<file path="src/sv/bilinear_bayer_demosaic_core_defines.svh">
// Assertion helpers for the demosaic core.
`ifndef BILINEAR_BAYER_DEMOSAIC_CORE_DEFINES_SVH
`define BILINEAR_BAYER_DEMOSAIC_CORE_DEFINES_SVH
`ifndef SYNTHESIS
`define BBD_ASSERT_IMPLY(lbl, clk, rst, ante, cons, msg) \
   lbl: assert property (@(posedge clk) disable iff (rst) (ante) |-> (cons)) \
      else $error(msg);
`define BBD_ASSERT_NEXT(lbl, clk, rst, ante, cons, msg) \
   lbl: assert property (@(posedge clk) disable iff (rst) (ante) |=> (cons)) \
      else $error(msg);
`define BBD_ASSERT_ALWAYS(lbl, clk, rst, cond, msg) \
   lbl: assert property (@(posedge clk) disable iff (rst) (cond)) \
      else $error(msg);
`else
`define BBD_ASSERT_IMPLY(lbl, clk, rst, ante, cons, msg)
`define BBD_ASSERT_NEXT(lbl, clk, rst, ante, cons, msg)
`define BBD_ASSERT_ALWAYS(lbl, clk, rst, cond, msg)
`endif
`endif

</file>
<file path="src/sv/bbd_pkg.sv">
`timescale 1ns / 1ps
package bbd_pkg;
   localparam int PIX_W          = 8;
   localparam int FRAME_WIDTH_W  = 11;
   localparam int FRAME_HEIGHT_W = 13;
   localparam int CSR_DATA_W     = 13;
   localparam int IN_ROW_W       = 13;
   localparam int OUT_ROW_W      = 12;
   localparam int WIDTH_MIN      = 2;
   localparam int HEIGHT_MIN     = 2;
   localparam int HEIGHT_MAX     = 4096;
   localparam int WIDTH_RESET    = 1024;
   localparam int HEIGHT_RESET   = 1024;
   localparam int QUEUE_DEPTH    = 4;
   localparam int QUEUE_PTR_W    = $clog2(QUEUE_DEPTH);
   localparam int QUEUE_CNT_W    = $clog2(QUEUE_DEPTH + 1);

   typedef enum logic {
      OP_PIXEL = 1'b0,
      OP_FLUSH = 1'b1
   } op_type;

   typedef enum logic {
      CSR_FRAME_WIDTH  = 1'b0,
      CSR_FRAME_HEIGHT = 1'b1
   } csr_index_type;

   // one column of the 3x3 window: rows above, at and below the centre
   typedef struct packed {
      logic [PIX_W-1:0] top;
      logic [PIX_W-1:0] mid;
      logic [PIX_W-1:0] bot;
   } col_type;

   typedef struct packed {
      logic emit;
      logic frame_end;
      logic top_zero;
      logic bot_zero;
      logic left_zero;
      logic right_zero;
      logic odd_row;
      logic odd_col;
   } pix_ctl_type;

   typedef struct packed {
      pix_ctl_type ctl;
      col_type     col;
   } entry_type;

   typedef struct packed {
      logic [QUEUE_CNT_W-1:0] count;
   } q_status_type;
endpackage

</file>
<file path="src/sv/bbd_queue.sv">
`timescale 1ns / 1ps
`include "bilinear_bayer_demosaic_core_defines.svh"
module bbd_queue import bbd_pkg::*; (
   input  logic         clock,
   input  logic         reset,
   input  logic         push,
   input  entry_type    push_entry,
   input  logic         pop,
   output logic         head_valid,
   output entry_type    head_entry,
   output q_status_type status
);
   entry_type              slot_ff [QUEUE_DEPTH];
   logic [QUEUE_PTR_W-1:0] wr_ptr_ff, wr_ptr_in;
   logic [QUEUE_PTR_W-1:0] rd_ptr_ff, rd_ptr_in;
   logic [QUEUE_CNT_W-1:0] count_ff, count_in;

   always_comb begin
      wr_ptr_in = push ? QUEUE_PTR_W'(wr_ptr_ff + 1'b1) : wr_ptr_ff;
      rd_ptr_in = pop ? QUEUE_PTR_W'(rd_ptr_ff + 1'b1) : rd_ptr_ff;
      count_in  = count_ff;
      if (push && !pop) begin
         count_in = QUEUE_CNT_W'(count_ff + 1'b1);
      end else if (pop && !push) begin
         count_in = QUEUE_CNT_W'(count_ff - 1'b1);
      end
   end

   always_ff @(posedge clock) begin
      if (reset) begin
         wr_ptr_ff <= '0;
         rd_ptr_ff <= '0;
         count_ff  <= '0;
      end else begin
         wr_ptr_ff <= wr_ptr_in;
         rd_ptr_ff <= rd_ptr_in;
         count_ff  <= count_in;
      end
   end

   always_ff @(posedge clock) begin
      if (push) begin
         slot_ff[wr_ptr_ff] <= push_entry;
      end
   end

   assign head_valid   = count_ff != '0;
   assign head_entry   = slot_ff[rd_ptr_ff];
   assign status.count = count_ff;

   `BBD_ASSERT_IMPLY(a_no_overflow, clock, reset, push, (count_ff < QUEUE_CNT_W'(QUEUE_DEPTH)) || pop, "push into full queue")
   `BBD_ASSERT_IMPLY(a_no_underflow, clock, reset, pop, count_ff != '0, "pop from empty queue")
endmodule

</file>
<file path="config.mk">
export PLATFORM = sky130hd
export DESIGN_NAME = bbd_queue
export DESIGN_NICKNAME = d
export VERILOG_FILES = /design/src/sv/bbd_pkg.sv /design/src/sv/bbd_queue.sv
export VERILOG_INCLUDE_DIRS = /design/src /design/src/sv
export SDC_FILE = /design/constraint.sdc
export NUM_CORES = 1
export LEC_CHECK = 0
export ABC_AREA = 1
export ABC_CLOCK_PERIOD_IN_PS = 1800
export BUFFER_PORTS_ARGS = -buffer_cell sky130_fd_sc_hd__buf_2
export CORE_UTILIZATION = 35
export CTS_CLUSTER_DIAMETER = 30
export DETAILED_ROUTE_END_ITERATION = 6
export GPL_TIMING_DRIVEN = 0
export SYNTH_ARGS = -nofsm -noshare
export SYNTH_HDL_FRONTEND = slang
export SYNTH_SLANG_ARGS = --single-unit
</file>
<file path="constraint.sdc">
create_clock -name clock -period 1.8 [get_ports clock]
set_input_delay 0.18 -clock clock [delete_from_list [all_inputs] [get_ports clock]]
set_output_delay 0.18 -clock clock [all_outputs]
set_load 0.01 [all_outputs]
</file>
After elaboration in Yosys (flattened, before gate mapping)
Memory sizes are Yosys's and may differ from the RTL's. A register that Yosys moved wholly into a read port is not among the register bits.
Cells that the tools add are included.
{ "classes": {"mux": 6, "addsub": 4, "reduce_logical": 6} }
{ "ops": {"columns": ["cell", "n"], "rows": [
  ["$mux 3", 2],
  ["$add 2x1->2 const B", 2],
  ["$mux 2", 2],
  ["$add 3x1->3 const B", 1],
  ["$reduce_bool 3->1", 1],
  ["$sub 3x1->3 const B", 1],
  ["$logic_and 1x1->1", 2],
  ["$logic_not 1->1", 2],
  ["$mux 1", 2],
  ["$reduce_bool 2->1", 1]
]} }
{ "word_totals": {"out_inout_bits": 36, "n_memories": 1, "ff_bits": 7, "elab_cells": 20, "ram_bits": 128, "in_bits": 36} }
{ "mem_list": {"columns": ["name", "depth", "width", "read_ports", "rd_ports_with_merged_regs", "write_ports", "line_no", "source"], "rows": [
  ["slot_ff", 4, 32, 1, 1, 1, "bbd_queue.sv:13", "entry_type slot_ff [QUEUE_DEPTH];"]
]} }

Logic depth before layout (Yosys ltp)
{ "logic_depth": {"word_depth": 4, "mapped_depth": 10, "mapped_depth_nobuf": 10} }

Least setup slack after synthesis
No wires, ideal clock.
{ "synth_timing": {"kind": "reg-to-reg", "startpoint": "register wr_ptr_ff[0]", "endpoint": "memory slot_ff[2][0] (netlist bit) (enable)", "setup_ps": 387, "arrival_ps": 1222, "period_less_slack_ps": 1609, "slack_ps": 191, "stages_incl_launch_ff": 5, "required_time_ps": 1413, "n_path_buf": 0, "path_cell_list": "dfxtp_1 > inv_1 > ha_1 > nand2_1 > inv_1"} }
{ "synth_rtl": {"columns": ["element", "line_no", "source"], "rows": [
  ["from (decl)", "bbd_queue.sv:14", "logic [QUEUE_PTR_W-1:0] wr_ptr_ff, wr_ptr_in;"],
  ["from (signal assigned)", "bbd_queue.sv:35", "wr_ptr_ff <= wr_ptr_in;"],
  ["to (decl)", "bbd_queue.sv:13", null]
]} }
Straight into the memory's write port.

==> metrics.cfg <==
[outcome]
status = complete, no violations

[power_and_ir_drop]
p_per_area_mw_per_mm2 = 1130
ir_drop_v = 0.000782
total_power_mw = 7.66
p_leak_nw = 2.51

[critical_path]
end_kind = output pin
slowest_delay_ps = 330
path_cells = buf_8 -> inv_8 -> buf_6 -> nor2_1 -> o22ai_1 -> buf_2
crit_arrival_ps = 1560
criticalPathCategory = flip-flop to output pin
reg2reg_slack_ps = 130
worstSetupStartpointType = flip-flop
slowest_stage = dfxtp_2
cp_data_required_time_ps = 1620
cp_max_fo = 10
cpLargestDelayFamily = buffers and inverters
crit_buf_inv = 4

[placed_design]
postPlaceCellArea_mm2 = 0.00581
post-dp-hpwl_mm = 6.56
io_buffers = 71
place_congestion = 0.686

[floorplan]
num_io_pins = 72
fp.dieH_um = 124
dieArea_mm2 = 0.0154
num_rows = 44
initial_core_util_pct = 35.9
coreArea_mm2 = 0.0145
die_width_um = 124

[synth]
synth_flop_cell = edfxtp_1
postSynthNetCount = 409
syn_area_per_cell_um2 = 14.2
yosys_warnings = 0
yosysSeqAreaShare_pct = 77.1
synth-edff-count = 128
syn_inst = 367
ys_types = 20
synth_top_area_share_pct = 73.6
yosysTopAreaCell = edfxtp_1
synthesis.area_mm2 = 0.00522
async_reset_ff_share_pct = 0
ys_ff_latch = 137
synthTopCellsByArea = edfxtp_1 (74%), nor2_1 (5.1%), o21ai_0 (3.9%), o22ai_1 (3.8%), dfxtp_1 (3.5%)

[cts]
clk_latency_ps = 410
cts_tree = yes
clkTransAtPathRegs_ps = 50
numCtsBuffers = 17
post-cts-setup-buffers = 0
clock-root-buffer = clkbuf_16
clk_path_buf_depth = 2
cts_sinks = 137
h-tree-depth = 4

[sta]
tightest_slew_ps = 857
finalCritPeriodShare_pct = 96.9
final-max-slew-violation-count = 0
final-setup-viol-count = 0
relSlewSlack_pct = 42.8
rsz0062_at_grt = yes
fin_worst_skew_ps = 3.72
finalHoldViolations = 0
final.min_clock_period_ps = 1740
fmax_mhz = 573

[cells_and_area]
final_common_cell = edfxtp_1
layout.cells.most_common_list = edfxtp_1 (128), buf_2 (73), nor2_1 (70)
antennaDiodeCount = 0
nNetsFinal = 533
nFillCells = 1310
syn2layout_area_growth_pct = 29.6
drive_above_1_share_pct = 26.4
stdcell_area_mm2 = 0.00676

[global_route]
grt_max_degree = 33
grt_overflow = 0
grt_pass1_wl_mm = 17.5
antenna_found_initial = 0
grt_pass1_vias = 3357
grt_usage_pct = 16.0

[drt]
dr.pass1.iters = 4
vias = 3333
drc = 0
ant_nets = 0
wirelength_mm = 11.6
viasPerCell = 4.85
drtIter0Drc = 188
wl_per_cell_um = 16.9

[worst_hold_path]
hold_class = primary input to flip-flop

[job]
cap_violations = 0

==> where the power goes <==
part	switching (mW)	internal, mW
Sequential	0.0456	3.64
Clock	1.18	1.99
Combinational	0.479	0.325
==> layer usage <==
metal  track usage (%)  wire, um  part of all wire, %
met4              4.91        78                 0.67
met1              18.9      5080                   44
met2              28.1      6040                   52
met3              4.49       447                  3.8
met5                 0         0                    0
==> per-stage QoR <==
stage	TNS (ps)	instances	hold WS [ps]	utilization, %	setup WS [ps]
2_1_floorplan	0	367	252	-	191
4_1_cts	0	685	6.18	46.1	4.38
5_1_grt	-90.2	687	133	46.5	-16.7
3_5_place_dp	0	622	356	39.9	91.3
6_report	0	687	118	46.5	56.2
3_3_place_gp	-44630	622	354	39.9	-382
==> state kept, by name (all words and copies together) (netlist names), named ones only <==
register,count
slot_ff,128
status,3
rd_ptr_ff,2
wr_ptr_ff,2
==> final timing paths <==
kind                          to  depth (start not counted)    startpoint
setup / recovery   head_entry[5]                          6     flip-flop
hold / removal         flip-flop                          4           pop
setup reg to reg  slot_ff[0][10]                          4  wr_ptr_ff[0]
hold reg to reg        flip-flop                          1  rd_ptr_ff[1]
==> worst register-to-register path: stages, from the launching register on <==
cell and delay [ps]:
dfxtp_1 320, inv_1 120, ha_1 160, nand2_1 60, inv_2 620
==> synth_stat cells, types with 3 or more instances <==
master	count
edfxtp_1	128
inv_1	15
buf_4	3
nand2_1	10
a21oi_1	3
o22ai_1	32
dfxtp_1	9
buf_2	6
o21ai_1	28
ha_1	5
o21ai_0	41
buf_6	9
nor2_1	71
==> final cells by class <==
| type | count | area [um^2] | area share, % |
|---|---|---|---|
| buffer | 19 | 196 | 2.90 |
| clock buffer | 18 | 429 | 6.35 |
| clock inverter | 13 | 111 | 1.65 |
| inverter | 17 | 71.3 | 1.05 |
| multi-input combinational | 194 | 1010 | 14.9 |
| sequential | 137 | 4030 | 59.5 |
| tap | 184 | 230 | 3.40 |
| timing repair buffer | 105 | 691 | 10.2 |
==> kinds of logic after synthesis <==
group / synth area share (%)
AOI/OAI and AO/OA: 10.7
and+or+nand+nor: 6.04
adders and majority gates: 1.58
buffers and inverters: 4.39
xor gates and xnor gates: 0.168
DFF: 77.1
==> timing repair <==
| item | CTS | global route |
|---|---|---|
| pin swaps | 0 | 5 |
| resized for setup | 9 | 14 |
| endpoints found under the setup margin | 25 | 24 |
| hold buffers | 32 | 1 |
| endpoints found under the hold margin | 125 | 4 |
| gates cloned | 0 | 1 |
Power figures use the tool's default switching activity.
