--- src/sv/bilinear_bayer_demosaic_core_defines.svh ---
// Assertion helpers for the demosaic core.
`ifndef BILINEAR_BAYER_DEMOSAIC_CORE_DEFINES_SVH
`define BILINEAR_BAYER_DEMOSAIC_CORE_DEFINES_SVH
`ifndef SYNTHESIS
`define BBD_ASSERT_IMPLY(lbl, clk, rst, ante, cons, msg) \
   lbl: assert property (@(posedge clk) disable iff (rst) (ante) |-> (cons)) \
      else $error(msg);
`define BBD_ASSERT_NEXT(lbl, clk, rst, ante, cons, msg) \
   lbl: assert property (@(posedge clk) disable iff (rst) (ante) |=> (cons)) \
      else $error(msg);
`define BBD_ASSERT_ALWAYS(lbl, clk, rst, cond, msg) \
   lbl: assert property (@(posedge clk) disable iff (rst) (cond)) \
      else $error(msg);
`else
`define BBD_ASSERT_IMPLY(lbl, clk, rst, ante, cons, msg)
`define BBD_ASSERT_NEXT(lbl, clk, rst, ante, cons, msg)
`define BBD_ASSERT_ALWAYS(lbl, clk, rst, cond, msg)
`endif
`endif

--- src/sv/bbd_pkg.sv ---
`timescale 1ns / 1ps
package bbd_pkg;
   localparam int PIX_W          = 8;
   localparam int FRAME_WIDTH_W  = 11;
   localparam int FRAME_HEIGHT_W = 13;
   localparam int CSR_DATA_W     = 13;
   localparam int IN_ROW_W       = 13;
   localparam int OUT_ROW_W      = 12;
   localparam int WIDTH_MIN      = 2;
   localparam int HEIGHT_MIN     = 2;
   localparam int HEIGHT_MAX     = 4096;
   localparam int WIDTH_RESET    = 1024;
   localparam int HEIGHT_RESET   = 1024;
   localparam int QUEUE_DEPTH    = 4;
   localparam int QUEUE_PTR_W    = $clog2(QUEUE_DEPTH);
   localparam int QUEUE_CNT_W    = $clog2(QUEUE_DEPTH + 1);

   typedef enum logic {
      OP_PIXEL = 1'b0,
      OP_FLUSH = 1'b1
   } op_type;

   typedef enum logic {
      CSR_FRAME_WIDTH  = 1'b0,
      CSR_FRAME_HEIGHT = 1'b1
   } csr_index_type;

   // one column of the 3x3 window: rows above, at and below the centre
   typedef struct packed {
      logic [PIX_W-1:0] top;
      logic [PIX_W-1:0] mid;
      logic [PIX_W-1:0] bot;
   } col_type;

   typedef struct packed {
      logic emit;
      logic frame_end;
      logic top_zero;
      logic bot_zero;
      logic left_zero;
      logic right_zero;
      logic odd_row;
      logic odd_col;
   } pix_ctl_type;

   typedef struct packed {
      pix_ctl_type ctl;
      col_type     col;
   } entry_type;

   typedef struct packed {
      logic [QUEUE_CNT_W-1:0] count;
   } q_status_type;
endpackage

--- src/sv/bbd_if.sv ---


interface bbd_rsp_if;
   logic       valid;
   logic       ready;
   logic [7:0] red;
   logic [7:0] green;
   logic [7:0] blue;
   logic       frame_end;
   modport source (output valid, output red, output green, output blue, output frame_end,
                   input ready);
   modport sink (input valid, input red, input green, input blue, input frame_end,
                 output ready);
endinterface

--- src/sv/bbd_back.sv ---
`timescale 1ns / 1ps
`include "bilinear_bayer_demosaic_core_defines.svh"
module bbd_back import bbd_pkg::*; (
   input  logic      clock,
   input  logic      reset,
   input  logic      head_valid,
   input  entry_type head_entry,
   output logic      pop,
   bbd_rsp_if.source rsp_if
);
   localparam int SW = PIX_W + 2;
   localparam int HW = PIX_W + 1;

   // the two older window columns; the newest one is the queue head
   col_type          prev_ff;
   col_type          cur_ff;
   logic             rsp_valid_ff, rsp_valid_in;
   logic [PIX_W-1:0] red_ff, green_ff, blue_ff;
   logic             frame_end_ff;

   pix_ctl_type      c;
   col_type          nxt;
   logic             out_free;
   logic             load;
   logic [PIX_W-1:0] up, dn, lf, rt, ul, ur, dl, dr, cen;
   logic [SW-1:0]    cross_sum, diag_sum;
   logic [HW-1:0]    vert_sum, horz_sum;
   logic [PIX_W-1:0] cross_avg, diag, vert, horz;
   logic [PIX_W-1:0] red, green, blue;

   always_comb begin
      c        = head_entry.ctl;
      nxt      = head_entry.col;
      out_free = !rsp_valid_ff || rsp_if.ready;
      pop      = head_valid && (!c.emit || out_free);
      load     = pop && c.emit;

      // neighbors outside the frame read as zero
      cen = cur_ff.mid;
      up  = c.top_zero ? '0 : cur_ff.top;
      dn  = c.bot_zero ? '0 : cur_ff.bot;
      lf  = c.left_zero ? '0 : prev_ff.mid;
      rt  = c.right_zero ? '0 : nxt.mid;
      ul  = (c.top_zero || c.left_zero) ? '0 : prev_ff.top;
      ur  = (c.top_zero || c.right_zero) ? '0 : nxt.top;
      dl  = (c.bot_zero || c.left_zero) ? '0 : prev_ff.bot;
      dr  = (c.bot_zero || c.right_zero) ? '0 : nxt.bot;

      cross_sum = SW'(up) + SW'(dn) + SW'(lf) + SW'(rt);
      diag_sum  = SW'(ul) + SW'(ur) + SW'(dl) + SW'(dr);
      vert_sum  = HW'(up) + HW'(dn);
      horz_sum  = HW'(lf) + HW'(rt);
      cross_avg = cross_sum[SW-1:2];
      diag      = diag_sum[SW-1:2];
      vert      = vert_sum[HW-1:1];
      horz      = horz_sum[HW-1:1];

      // GBRG: even rows G B, odd rows R G
      unique if (c.odd_row && c.odd_col) begin
         red = horz;  green = cen;       blue = vert;
      end else if (c.odd_row && !c.odd_col) begin
         red = cen;   green = cross_avg; blue = diag;
      end else if (!c.odd_row && c.odd_col) begin
         red = diag;  green = cross_avg; blue = cen;
      end else begin
         red = vert;  green = cen;       blue = horz;
      end

      rsp_valid_in = rsp_valid_ff;
      if (load) begin
         rsp_valid_in = 1'b1;
      end else if (rsp_if.ready) begin
         rsp_valid_in = 1'b0;
      end
   end

   always_ff @(posedge clock) begin
      if (reset) begin
         rsp_valid_ff <= 1'b0;
      end else begin
         rsp_valid_ff <= rsp_valid_in;
      end
   end

   always_ff @(posedge clock) begin
      if (pop) begin
         prev_ff <= cur_ff;
         cur_ff  <= nxt;
      end
      if (load) begin
         red_ff       <= red;
         green_ff     <= green;
         blue_ff      <= blue;
         frame_end_ff <= c.frame_end;
      end
   end

   assign rsp_if.valid     = rsp_valid_ff;
   assign rsp_if.red       = red_ff;
   assign rsp_if.green     = green_ff;
   assign rsp_if.blue      = blue_ff;
   assign rsp_if.frame_end = frame_end_ff;

   `BBD_ASSERT_NEXT(a_load_shows, clock, reset, load, rsp_valid_ff, "loaded pixel not presented")
endmodule

--- src/flat_wrapper.sv ---
// flat-port wrapper written by rule: the top's interface ports become plain ports
module bbd_back_flat import bbd_pkg::*;
  (clock, reset, head_valid, head_entry, pop, rsp_if_valid, rsp_if_red, rsp_if_green, rsp_if_blue, rsp_if_frame_end, rsp_if_ready);
  bbd_rsp_if rsp_if_i ();
  input  logic clock;
  input  logic reset;
  input  logic head_valid;
  input  entry_type head_entry;
  output logic pop;
  output wire logic [$bits(rsp_if_i.valid)-1:0] rsp_if_valid;
  output wire logic [$bits(rsp_if_i.red)-1:0] rsp_if_red;
  output wire logic [$bits(rsp_if_i.green)-1:0] rsp_if_green;
  output wire logic [$bits(rsp_if_i.blue)-1:0] rsp_if_blue;
  output wire logic [$bits(rsp_if_i.frame_end)-1:0] rsp_if_frame_end;
  input wire logic [$bits(rsp_if_i.ready)-1:0] rsp_if_ready;
  assign rsp_if_valid = rsp_if_i.valid;
  assign rsp_if_red = rsp_if_i.red;
  assign rsp_if_green = rsp_if_i.green;
  assign rsp_if_blue = rsp_if_i.blue;
  assign rsp_if_frame_end = rsp_if_i.frame_end;
  assign rsp_if_i.ready = rsp_if_ready;
  bbd_back u_core (.clock(clock), .reset(reset), .head_valid(head_valid), .head_entry(head_entry), .pop(pop), .rsp_if(rsp_if_i));
endmodule
--- config.mk ---
export PLATFORM = sky130hd
export DESIGN_NAME = bbd_back_flat
export DESIGN_NICKNAME = d
export VERILOG_FILES = /design/src/sv/bbd_pkg.sv /design/src/sv/bbd_if.sv /design/src/sv/bbd_back.sv /design/src/flat_wrapper.sv
export VERILOG_INCLUDE_DIRS = /design/src /design/src/sv
export SDC_FILE = /design/constraint.sdc
export NUM_CORES = 1
export LEC_CHECK = 0
export BUFFER_PORTS_ARGS = -buffer_cell sky130_fd_sc_hd__clkbuf_2
export CORE_ASPECT_RATIO = 1.75
export CORE_MARGIN = 1
export CORE_UTILIZATION = 30
export DETAILED_ROUTE_END_ITERATION = 10
export PLACE_DENSITY = 0.57
export SYNTH_ARGS = -nofsm -noshare
export SYNTH_HDL_FRONTEND = slang
export SYNTH_SLANG_ARGS = --single-unit
export TNS_END_PERCENT = 10
--- constraint.sdc ---
create_clock -name clock -period 13.9 [get_ports clock]
set_input_delay 2.085 -clock clock [delete_from_list [all_inputs] [get_ports clock]]
set_output_delay 2.085 -clock clock [all_outputs]
set_load 0.1 [all_outputs]
Word level (Yosys, flattened, before mapping)
Cells that the tools add are included.
Widths: inputs -> output; s select.
Operators by class
  muxes and demuxes: 19
  $add $sub $neg: 8
  reductions and logical operators: 16
Operator list (count)
  $mux 8: 17
  $add 10x8->10: 4
  $add 8x8->9: 4
  $logic_or 1x1->1: 6
  $logic_and 1x1->1: 5
  $logic_not 1->1: 4
  $mux 1: 2
  $reduce_bool 2->1: 1
Word-level totals
  word-level logic and storage cells: 54
  output and inout port bits: 27
  flip-flop bits (word level): 74

Depth between registers and ports, before layout
Gate-level depths: netlist of the first run.
  depth in word-level cells: 8
  gate-level depth with buffers: 20
  depth with buffers taken out: 19

Worst setup path before layout of the first run
No wires, ideal clock.
  kind: in2out
  start point: input rsp_if_ready
  end point: output pop
  cell stages on the path: 2
  slack: 4.025 ns
  arrival time: 7.790 ns
  cells stage by stage: nor2b_1 > a21boi_0
On the way
  cells in the longest elaborated chain, start to end: 3
Ends and longest elaborated chain
  start: declaration: line flat_wrapper.sv:15  | input wire logic [$bits(rsp_if_i.ready)-1:0] rsp_if_ready;
  $logic_or 1x1->1: line bbd_back.sv:34  | out_free = !rsp_valid_ff || rsp_if.ready;
  $logic_or 1x1->1: line bbd_back.sv:35  | pop = head_valid && (!c.emit || out_free);
  $logic_and 1x1->1: line bbd_back.sv:35
  end: declaration: line flat_wrapper.sv:9  | output logic pop;
No other way between the ends.

Final worst setup path of the first run
  start point: input head_entry[26] (netlist bit)
  end point: register u_core.red_ff[7], in the netlist u_core.rsp_if.red[7], data pin
On the way
  cells in the longest elaborated chain, start to end: 8
  elaborated cells on any way between the ends: 12
  those cells by class: 4 x add/sub; 6 x mux; 2 x reduce/logical
Ends and longest elaborated chain
  start: declaration: line flat_wrapper.sv:8  | input entry_type head_entry;
  $logic_or 1x1->1: line bbd_back.sv:45  | ur = (c.top_zero || c.right_zero) ? '0 : nxt.top;
  $mux 8: line bbd_back.sv:45
  $add 8x8->9: line bbd_back.sv:50  | diag_sum = SW'(ul) + SW'(ur) + SW'(dl) + SW'(dr);
  $add 10x8->10 (2 in a row): line bbd_back.sv:50
  $mux 8: line bbd_back.sv:63  | end else if (!c.odd_row && c.odd_col) begin
  $mux 8: line bbd_back.sv:61  | end else if (c.odd_row && !c.odd_col) begin
  $mux 8 (*): line bbd_back.sv:59  | unique if (c.odd_row && c.odd_col) begin
  named net u_core.red[7]: line bbd_back.sv:29  | logic [PIX_W-1:0] red, green, blue;
  end signal: assignment: line bbd_back.sv:91  | red_ff <= red;
  end: declaration: line bbd_back.sv:18  | logic [PIX_W-1:0] red_ff, green_ff, blue_ff;
Mark *: on every way through the listed nets, which the timed path passes. The rest lies on a longest branch.
A chain may end at the register's enable or synchronous reset.

==> summary by stage, run 1 <==
Status
The run finished with clean final reports.

Floorplanning
The height of the die is 175 um. The floorplan step defined a core boundary enclosing 16500 um^2. The overall die area is 17600 um^2. The number of top-level design ports is 63.

Once the floorplan was initialized, standard cells occupied 30.9% of the core. The die width is 101 um. The floorplan has 62 rows.

CTS
Clock tree synthesis inserted a total of 9 buffers. The TritonCTS clock tree is built. The clock reaches the later pin of the worst-skew pair after 0.34 ns.

The clock edge transition at the registers on the reported setup and hold paths is 0.06 ns. The clock tree buffer depth is 2. Buffers inserted to repair hold after CTS numbered 0. The post-CTS setup buffer count is 0. Clock tree synthesis selected as its root buffer the cell sky130_fd_sc_hd__clkbuf_16. CTS saw 74 sinks. The depth of the CTS H-tree is 3.

Post-CTS repair changed the size of 0 cells.

Finish
The antenna diode count is 0. The sequential cells in the finished layout cover a total of 2210 um^2. The final instance area is 5970 um^2. After filler insertion, the fill cell instance count of the layout stands at 1649. The post-route netlist has 18.8% of its cells at a drive strength greater than 1.

The area of the multi-input gates is 2650 um^2. The number of nets in the finished design is 621. Relative to the synthesized area, the layout overhead comes to 16.8%.

Global route
The total grt overflow is 0. The global-route wire length before repair is 20.0 mm. The overall track demand over capacity in global routing is 15.5%. The initial antenna violation count is 0. The number of global-route vias before repair is 3914. Entering global routing, the biggest net connects 49 pins.

Drt
Once detail routing completed, the nets flagged for antenna violations numbered 0. For this run, design rule violations remaining after detail routing come to 0. The final route contains 3663 vias. The average detailed-routed wire length per instance is 16.8 um. The overall routed net length is 12.7 mm.

In the routed layout, each cell is associated on average with a via count of 4.85. The number of violations reported at the end of detailed-routing iteration 0 is 103. The number of iterations in the first detailed-routing pass is 4.

Pwr
The peak supply drop is 0.0000472 V. In this run the static leakage power is 2.58 nW. In this run the power density over the cells is 116 nW/um^2.

Yosys
Yosys instantiated no cell more often than sky130_fd_sc_hd__edfxtp_1. The predominant post-synthesis flop cell is sky130_fd_sc_hd__edfxtp_1. The count of flip-flops with a built-in enable after synthesis is 73.

The commonest cells after synthesis are sky130_fd_sc_hd__edfxtp_1 (73), sky130_fd_sc_hd__inv_1 (57), sky130_fd_sc_hd__ha_1 (39), sky130_fd_sc_hd__nor2_1 (39), sky130_fd_sc_hd__nand2_1 (29). The mean instance size in the synthesized netlist is 11.1 um^2. Summed over its instances, the top area cell type makes up 42.9% of the synthesized netlist area. Sequential cells were found to cover 43.3% of the synthesized design area. After synthesis, the netlist uses 46 different library cells. Synthesis produced a netlist whose cell count is 461. The number of flip-flops and latches in the synthesized netlist is 74. The post-synth net total is 555. sky130_fd_sc_hd__edfxtp_1 takes more of the synthesized area than any other cell. Summing every instance area after synthesis gives 5110 um^2. Sorting the synthesized cells by area gives the leading types as sky130_fd_sc_hd__edfxtp_1 (43%), sky130_fd_sc_hd__ha_1 (9.5%), sky130_fd_sc_hd__fa_1 (7.4%). The warning count from the yosys run is 0.

The fraction of synthesis flops using an asynchronous set or reset pin is 0%.

Place
The weighted congestion at the end of routability-driven global placement is 0.855. The number of port buffers is 62. The worst setup slack after placement is 7.49 ns. The placed instance area is 5690 um^2.

The total half-perimeter wirelength after legalization and detailed placement is 10.3 mm.

STA
The final number of max-transition violations is 0. Based on the critical path, the design can be clocked at up to 165 MHz. In this run the tightest slew margin relative to its limit is 35.4%. Setup violations remaining at the end of the flow were counted as 0. Between clock sinks in the finished design, the worst skew comes to 0.00863 ns. The hold violation count in the final report is 0. Setup repair after global routing left no endpoint under its margin. The share of the clock period used by the worst path after layout is 43.7%. Summed over all failing endpoints, the final setup total negative slack is 0 ns. The final critical-path required period is 6.07 ns.

The setup slack of the critical path after layout is 7.83 ns. The worst-margin pin slew is 0.956 ns.

Worst setup path
The worst setup path is launched from an input port. STA puts the critical path data required time at 13.96 ns. Along the worst path, the maximum fanout reaches 10. The critical path goes through clkbuf_2 -> nor2_1 -> and2_1 -> ha_1 -> inv_1 -> fa_1 -> nor2b_1 -> o21ai_0 -> a21boi_0 -> o21a_1 -> nor2_1 -> xor2_1 -> fa_1 -> inv_1 -> ha_1 -> o21a_1 -> o31ai_1 -> a21oi_1 -> a22oi_1 -> o21ai_0. The family with the most delay on the worst path is adder cells. The largest single stage delay on the critical path is 0.53 ns. Counting both buffers and inverters, the worst setup path holds a total of 3. The class of the most critical setup path is input port to flop. The arrival time of data at the critical path endpoint is 6.13 ns. The nature of the critical path endpoint is a flop.

The slowest stage of the critical path belongs to the cell sky130_fd_sc_hd__fa_1.

Flow run
The count of max-cap constraint violations is 0.

Min path
The tightest min-delay check is of the flop to flop type.
[cell type report]
cell class              count  area share, %
clock buffers              10           3.83
clock inverters             6          0.963
flip-flops and latches     74           37.0
multi-input cells         320           44.4
well taps                 224           4.69
inverters                  58           3.64
repair buffers             64           5.45
[report_power, final]
part | switching (mW) | internal [mW] | leakage [nW] | total, mW
Clock | 0.0919 | 0.138 | 0.144 | 0.230
Sequential | 0.00624 | 0.265 | 0.712 | 0.272
Combinational | 0.124 | 0.0659 | 1.72 | 0.190
Total | 0.223 | 0.469 | 2.58 | 0.692
[cells by family (layout without fill, tap and decap cells)]
family	Yosys count	count (layout)	synth area share [%]
XOR/XNOR	22	22	3.77
flip-flops	74	74	43.3
buffers and inverters	67	138	5.09
AND/OR/NAND/NOR	142	142	14.5
adder cells (fa/ha/maj)	58	58	17.0
multiplexers	15	15	5.90
AO/OA/AOI/OAI	83	83	10.5
[worst reg2reg max path: cells and delay by family, from the launching register on]
family | cells | cell delay (ns)
compound gates | 3 | 1.28
xor+xnor | 2 | 0.42
fa+ha+maj | 4 | 1.50
buf+inv | 2 | 0.15
flops | 1 | 0.38
mux | 1 | 0.09
simple gates | 2 | 0.20
[stage by stage]
step	total power, mW	cells	util (%)	hold slack, ns
after floorplan	0.425	461	-	0.418
after global placement	0.462	740	34.4	0.422
after detailed placement	0.468	740	34.4	0.427
after CTS	0.701	756	36.2	0.441
after global routing	0.725	756	36.2	0.454
final	0.692	756	36.2	0.439
[routing by layer]
metal  up-vias  wire (um)  part of all wire [%]  track usage, %
met1      1790       4400                    35            14.7
met3        28        396                   3.1            2.76
met4         0        658                   5.2            9.72
met2        94       7240                    57            29.7
met5         -          0                     0               0
li1       1751          -                     -               -
[flip-flops by register name, indices dropped and copies added, names as in the netlist]
name,flops
u_core.rsp_if.valid,1
u_core.cur_ff,16
u_core.rsp_if.red,8
u_core.rsp_if.frame_end,1
u_core.rsp_if.green,8
u_core.prev_ff,24
u_core.rsp_if.blue,8
u_core.cen,8
[worst paths after layout]
check | start | to | slack [ns] | cells after the start
max | head_entry[26] | u_core.rsp_if.red[7] | 7.83 | 20
max reg2reg | u_core.cur_ff[0] | u_core.rsp_if.green[6] | 9.63 | 14
min | u_core.cur_ff[5] | u_core.prev_ff[5] | 0.44 | 0
min reg2reg | u_core.cur_ff[5] | u_core.prev_ff[5] | 0.44 | 0
[cells in the final DEF (no fill, tap or decap), types with 5 or more instances in the layout]
| cell type | count |
|---|---|
| sky130_fd_sc_hd__a21oi_1 | 23 |
| sky130_fd_sc_hd__and2_1 | 17 |
| sky130_fd_sc_hd__clkbuf_16 | 9 |
| sky130_fd_sc_hd__clkbuf_2 | 62 |
| sky130_fd_sc_hd__edfxtp_1 | 73 |
| sky130_fd_sc_hd__fa_1 | 19 |
| sky130_fd_sc_hd__ha_1 | 39 |
| sky130_fd_sc_hd__inv_1 | 57 |
| sky130_fd_sc_hd__mux4_2 | 12 |
| sky130_fd_sc_hd__nand2_1 | 29 |
| sky130_fd_sc_hd__nand2b_1 | 14 |
| sky130_fd_sc_hd__nor2_1 | 39 |
| sky130_fd_sc_hd__nor2b_1 | 21 |
| sky130_fd_sc_hd__nor3_1 | 5 |
| sky130_fd_sc_hd__o21a_1 | 13 |
| sky130_fd_sc_hd__o21ai_0 | 17 |
| sky130_fd_sc_hd__o31a_1 | 6 |
| sky130_fd_sc_hd__xnor2_1 | 10 |
| sky130_fd_sc_hd__xor2_1 | 12 |
No activity file was read; power rests on OpenSTA's default activity.
==> run 2, diff against run 1 <==
--- a/config.mk
+++ b/config.mk
@@ -11,7 +11,7 @@
 export CORE_MARGIN = 1
 export CORE_UTILIZATION = 30
 export DETAILED_ROUTE_END_ITERATION = 10
-export PLACE_DENSITY = 0.57
+export PLACE_DENSITY = 0.58
 export SYNTH_ARGS = -nofsm -noshare
 export SYNTH_HDL_FRONTEND = slang
 export SYNTH_SLANG_ARGS = --single-unit
==> constraint.sdc (replaced) <==
create_clock -name clock -period 5.4 [get_ports clock]
set_input_delay 0.81 -clock clock [delete_from_list [all_inputs] [get_ports clock]]
set_output_delay 0.81 -clock clock [all_outputs]
set_load 0.1 [all_outputs]
==> summary by stage, run 2 (synthesis gave the netlist of run 1 again) <==
Status
The run finished with clean final reports.

CTS
CTS placed an instance of sky130_fd_sc_hd__clkbuf_16 at the clock tree root. After clock tree synthesis, the flow added hold-fix buffers numbering 0. The number of buffers added by the clock tree synthesis step is 9. The post-CTS setup buffer count is 0. The clock tree buffer depth is 2.

The number of gates resized after cts is 0. The depth of the CTS H-tree is 3. The clock insertion delay at the later pin of the skew report is 0.34 ns. After clock tree synthesis, the clock-pin slew on the worst setup and hold paths is 0.06 ns. Clock tree synthesis found a total of 74 sinks.

The TritonCTS clock tree is built.

Finish
At the end of the flow, the number of nets in the layout was 625. Leaving out fill and tap cells, the most frequent cells in the layout are sky130_fd_sc_hd__edfxtp_1 (73), sky130_fd_sc_hd__clkbuf_2 (62), sky130_fd_sc_hd__inv_1 (57). The most common cell after layout, fill and taps aside is sky130_fd_sc_hd__edfxtp_1.

The repair_antennas step left the layout with diodes totalling 0. The final instance count without filler cells is 760. Counting flops per register, the top entry is u_core.prev_ff. The layout cell share with drive strength beyond 1 is 19.2%. The flip-flop count of the largest register after layout is 24. The largest registers in the layout are u_core.prev_ff x24, u_core.cur_ff x16. The area overhead of the layout relative to synthesis is 17.4%.

Min path
In this run the worst hold path is classified as flop to flop. The source of the worst hold timing path is u_core.cur_ff[2].

Place
The weighted congestion at the end of routability-driven global placement is 0.847. After detailed placement, the design holds a cell count of 744. The total half-perimeter wirelength after legalization and detailed placement is 9.78 mm. The count of buffers added on input and output ports is 62.

STA
Based on the critical path, the design can be clocked at up to 217 MHz. The worst relative slew slack is 50.8%. The number of setup violations in the final report is 0. Setup repair after global routing left no endpoint under its margin. The worst setup skew after layout is 0.00878 ns. The share of the clock period used by the worst path after layout is 85.2%. The hold violation count in the final report is 0. For the pin with the worst max-slew slack, the measured transition is 0.729 ns.

The final number of max-transition violations came to 0. Summed over all failing endpoints, the final setup total negative slack is 0 ns. The routed design could run at a clock period as short as 4.60 ns.

Pwr
For this design the static power due to leakage is 2.59 nW. For this design the total switching power over the nets is 567 uW. The power density over the cells is 296 nW/um^2. Sequential cells burn 39.2% of the power. The worst-case IR drop observed on VDD is 0.000136 V. The cell-internal power is 1.21 mW. Net switching is 31.9% of the power.

The combinational share of power is 27.7%. The clock network accounts for 33.1% of the total power.

Drt
Dividing the detail-routed wire length by the instance count gives 15.8 um. The detailed router finished its first iteration with 117 violations. The overall routed net length is 12.0 mm. The total number of vias is 3569.

In this run the remaining antenna-violating nets after routing total 0. The average via count per standard cell is 4.70. The remaining routing DRC violations is 0. The number of iterations in the first detailed-routing pass is 5.

Floorplanning
During I/O placement, the number of pins put on the boundary was 63. The height of the die is 175 um. For this configuration, the core starts out at a cell density of 30.9%. The floorplan step defined a die boundary enclosing 17600 um^2.

The number of cell rows is 62. The total area inside the core boundary comes to 16500 um^2. From left edge to right edge, the die measures 101 um.

Worst setup path
Of all nets on the critical path, the largest fanout is 10. The arrival time of data at the critical path endpoint is 4.67 ns. The required time of the critical path is 5.47 ns. The nature of the critical path endpoint is a flop. The startpoint identified for the worst register-to-register timing path is u_core.cur_ff[0].

By startpoint and endpoint, the worst setup path is classified as input port to flop. The worst setup path is launched from an input port. The critical path launch point is head_entry[29].

Flow run
The count of max-cap constraint violations is 0.

Global route
The first global-routing pass estimated 19.0 mm of wire. Entering global routing, the biggest net connects 50 pins. Global routing finished with a remaining overflow of 0. Global routing used 14.7% of the available tracks across all layers. The initial antenna violation count is 0. The number of global-route vias before repair is 3748.
run 2: cell count changes in the layout (fill, tap and decap cells not counted), sizes merged:
cell	delta
clkinv	-2
buf	+4
clkinvlp	+2
run 2: layout make-up:
| class | instances | area (um^2) |
|---|---|---|
| fill | 1655 | 10500 |
| multi-input combinational | 320 | 2650 |
| sequential | 74 | 2210 |
| timing repair buffer | 68 | 355 |
| tap | 224 | 280 |
| clock buffer | 10 | 229 |
| inverter | 58 | 218 |
| clock inverter | 6 | 57.6 |
run 2: per-stage QoR:
step | setup WS [ns] | utilization, % | power, mW | hold slack [ns] | instance area [um^2]
after floorplan | 0.811 | - | 1.09 | 0.418 | 5120
after global placement | 0.502 | 34.6 | 1.19 | 0.426 | 5720
after detailed placement | 0.420 | 34.6 | 1.20 | 0.430 | 5720
after CTS | 0.773 | 36.3 | 1.80 | 0.444 | 6000
after global routing | 0.492 | 36.3 | 1.86 | 0.456 | 6000
final | 0.799 | 36.3 | 1.78 | 0.441 | 6000
run 2: per-layer routing:
metal  up-vias  routed length [um]  share of wire, %  track usage, %
met3        18                 329               2.7            2.56
met2        74                6780                56            28.0
met5         -                   0                 0               0
li1       1754                   -                 -               -
met4         0                 458               3.8            7.07
met1      1723                4460                37            14.9
run 2: path summary, 6_finish.rpt:
path                       endpoint  slack, ns  cells after the start
max            u_core.rsp_if.red[5]       0.80                     18
min               u_core.prev_ff[2]       0.44                      0
max reg2reg  u_core.rsp_if.green[6]       1.18                     15
min reg2reg       u_core.prev_ff[2]       0.44                      0
run 2: power groups by stage:
stage               Sequential (mW)  Clock [mW]  Combinational, mW
floorplan                     0.813           0              0.277
global placement              0.710           0              0.483
detailed placement            0.710           0              0.495
CTS                           0.698       0.606              0.497
global route                  0.701       0.616              0.541
finish                        0.697       0.587              0.492
run 2: worst max-delay path: stages:
cell and delay, ns:
sky130_fd_sc_hd__clkbuf_2 0.18, sky130_fd_sc_hd__nor2_1 0.33, sky130_fd_sc_hd__nand2_1 0.16, sky130_fd_sc_hd__inv_1 0.08
sky130_fd_sc_hd__ha_1 0.24, sky130_fd_sc_hd__a21o_1 0.18, sky130_fd_sc_hd__a21oi_1 0.24, sky130_fd_sc_hd__o21ai_0 0.17
sky130_fd_sc_hd__nor2_1 0.13, sky130_fd_sc_hd__xor2_1 0.10, sky130_fd_sc_hd__fa_1 0.54, sky130_fd_sc_hd__inv_1 0.04
sky130_fd_sc_hd__ha_1 0.34, sky130_fd_sc_hd__o21a_1 0.13, sky130_fd_sc_hd__o31a_1 0.13, sky130_fd_sc_hd__o21a_1 0.18
sky130_fd_sc_hd__o31a_1 0.24, sky130_fd_sc_hd__mux4_2 0.46
==> run 3, diff against run 2 <==
--- a/config.mk
+++ b/config.mk
@@ -7,11 +7,11 @@
 export NUM_CORES = 1
 export LEC_CHECK = 0
 export BUFFER_PORTS_ARGS = -buffer_cell sky130_fd_sc_hd__clkbuf_2
-export CORE_ASPECT_RATIO = 1.75
 export CORE_MARGIN = 1
-export CORE_UTILIZATION = 30
+export CORE_UTILIZATION = 25
 export DETAILED_ROUTE_END_ITERATION = 10
-export PLACE_DENSITY = 0.58
+export PLACE_DENSITY = 0.52
+export SLEW_MARGIN = 20
 export SYNTH_ARGS = -nofsm -noshare
 export SYNTH_HDL_FRONTEND = slang
 export SYNTH_SLANG_ARGS = --single-unit
==> summary by stage, run 3 (synthesis gave the netlist of run 1 again) <==
CTS
The clock tree synthesis step divided the H-tree into 3 levels. The TritonCTS clock tree is built. The longest clock path from root to sink contains 2 buffers.

The number of buffers added by the clock tree synthesis step is 9. The cell at the root of the clock tree is sky130_fd_sc_hd__clkbuf_16. The hold buffer count at CTS is 0.

After clock tree synthesis, the clock-pin slew on the worst setup and hold paths is 0.06 ns. The number of gates resized after cts is 0. The clock reaches the later pin of the worst-skew pair after 0.35 ns.

The number of clock sinks is 74. Post-CTS timing repair inserted 0 buffers for setup.

Finish
In the layout the commonest cells are sky130_fd_sc_hd__edfxtp_1 (73), sky130_fd_sc_hd__clkbuf_2 (62), sky130_fd_sc_hd__inv_1 (57). The repair_antennas step left the layout with diodes totalling 0. The layout cell share with drive strength beyond 1 is 18.8%. The largest registers in the layout are u_core.prev_ff x24, u_core.cur_ff x16.

Counting flops per register, the top entry is u_core.prev_ff. The final design utilization is 30.5%. The library cell used most frequently in the layout, excluding fill and tap cells, is sky130_fd_sc_hd__edfxtp_1. The register with the most flip-flops in the layout has 24 of them. The layout has 2065 filler cells. From synthesis to final layout, the design area changed by 17.8%. The number of nets in the finished design is 621.

STA
The share of the clock period used by the worst path after layout is 86.5%. Setup repair after global routing left no endpoint under its margin. The final number of max-transition violations is 0. The worst relative slew slack is 45.4%.

Clock skew on the completed layout was measured at 0.00899 ns. The number of setup violations in the final report is 0. The hold violation count in the final report is 0. The worst-margin pin slew is 0.817 ns. Adding up every negative setup slack in the final design gives 0 ns. The achievable frequency is 214 MHz. Counting I/O delays and the setup requirement, the final critical path takes 4.67 ns. Hold is met by 0.442 ns.

Global route
The initial antenna violation count was 0. Entering global routing, the biggest net connects 33 pins. For this run the aggregate overflow at the end of global routing stands at 0. The first global-routing pass estimated 18.7 mm of wire.

The number of global-route vias before repair is 3621. The overall track demand over capacity in global routing is 11.6%.

Place
Buffers placed on the I/O ports in this run total 62. The weighted congestion at the end of routability-driven global placement is 0.865. The total half-perimeter wirelength after legalization and detailed placement is 9.57 mm.

Pwr
After layout, the design draws a total of 1.77 mW. The peak supply drop is 0.000151 V. The power density over the cells is 294 nW/um^2. The leakage power summed over all cells is 2.57 nW.

Worst setup path
The nature of the critical path endpoint is a flop. The largest driver fanout on the critical path is 11. The launching element type of the critical path is an input port. STA puts the critical path data arrival time at 4.76 ns. The class of the most critical setup path is input port to flop. For the worst setup path, the data required time is 5.49 ns.

Drt
Detailed routing inserted a total of 3496 vias. The number of violations reported at the end of detailed-routing iteration 0 is 123. The remaining antenna violation count after routing is 0. For this run, the detailed router's first-pass iteration total came to 4. After detailed routing, the average wire length per cell comes to 14.7 um. Using the TritonRoute via totals, the vias-per-cell ratio works out to 4.39. For this run, design rule violations remaining after detail routing come to 0. The overall routed net length is 11.7 mm.

Min path
The tightest min-delay check is of the flop to flop type.

Floorplanning
The initial core utilization is 25.9%. The die width is 145 um. During I/O placement, the number of pins put on the boundary was 63. The number of cell rows is 51. The floorplan step defined a die boundary enclosing 21000 um^2. After floorplanning, the core was sized to cover 19800 um^2. The height of the die is 145 um.

Flow run
The tool flagged a number of max-cap violations equal to 0.

Status
The flow ran to the end, and the final reports show no timing, DRC or antenna violations.
-- run 3: cell types whose count changed in the layout (fill, tap and decap cells not counted) --
cell / before / now
sky130_fd_sc_hd__clkinvlp_4: 2 / 1
sky130_fd_sc_hd__clkbuf_1: 1 / 0
sky130_fd_sc_hd__clkinv_2: 1 / 3
sky130_fd_sc_hd__buf_4: 6 / 2
-- run 3: critical path: stages --
cell	delay [ns]
sky130_fd_sc_hd__clkbuf_2	0.20
sky130_fd_sc_hd__nor2_1	0.38
sky130_fd_sc_hd__and2_1	0.19
sky130_fd_sc_hd__ha_1	0.16
sky130_fd_sc_hd__inv_1	0.06
sky130_fd_sc_hd__fa_1	0.40
sky130_fd_sc_hd__nor2b_1	0.12
sky130_fd_sc_hd__o21ai_0	0.10
sky130_fd_sc_hd__nand2_1	0.10
sky130_fd_sc_hd__xnor2_1	0.09
sky130_fd_sc_hd__fa_1	0.54
sky130_fd_sc_hd__inv_1	0.04
sky130_fd_sc_hd__ha_1	0.35
sky130_fd_sc_hd__o21a_1	0.20
sky130_fd_sc_hd__o31a_1	0.13
sky130_fd_sc_hd__o21a_1	0.18
sky130_fd_sc_hd__o31a_1	0.25
sky130_fd_sc_hd__mux4_2	0.46
-- run 3: power by group --
group          total [mW]  internal, mW  switching, mW
Sequential          0.698         0.683         0.0147
Combinational       0.486         0.170          0.317
Clock               0.586         0.352          0.234
Total                1.77          1.20          0.566
-- run 3: cell type report --
cell class | count | area [um^2] | share of cell area [%]
Tap cell | 265 | 332 | 5.50
Clock inverter | 7 | 60.1 | 0.997
Timing Repair Buffer | 64 | 325 | 5.40
Multi-Input combinational cell | 320 | 2650 | 44.0
Sequential cell | 74 | 2210 | 36.7
Inverter | 58 | 218 | 3.61
Clock buffer | 9 | 225 | 3.74
-- run 3: path summary, 6_finish.rpt --
kind              slack [ns]  cells after the start                endpoint               from
setup / recovery        0.73                     18    u_core.rsp_if.red[5]     head_entry[27]
hold reg to reg         0.44                      0      u_core.prev_ff[21]  u_core.cur_ff[21]
hold / removal          0.44                      0      u_core.prev_ff[21]  u_core.cur_ff[21]
setup reg to reg        1.28                     14  u_core.rsp_if.green[6]  u_core.cur_ff[16]
-- run 3: stage by stage --
step | setup WS [ns] | cells | instance area [um^2]
after detailed placement | 0.359 | 781 | 5740
after CTS | 0.732 | 797 | 6020
final | 0.727 | 797 | 6020
after global placement | 0.465 | 781 | 5740
after global routing | 0.410 | 797 | 6020
after floorplan | 0.811 | 461 | 5120
-- run 3: routing by layer --
layer	global-route usage (%)	routed length, um
met5	0	0
met1	14.2	5330
met3	3.58	590
met2	19.6	5590
met4	3.51	173
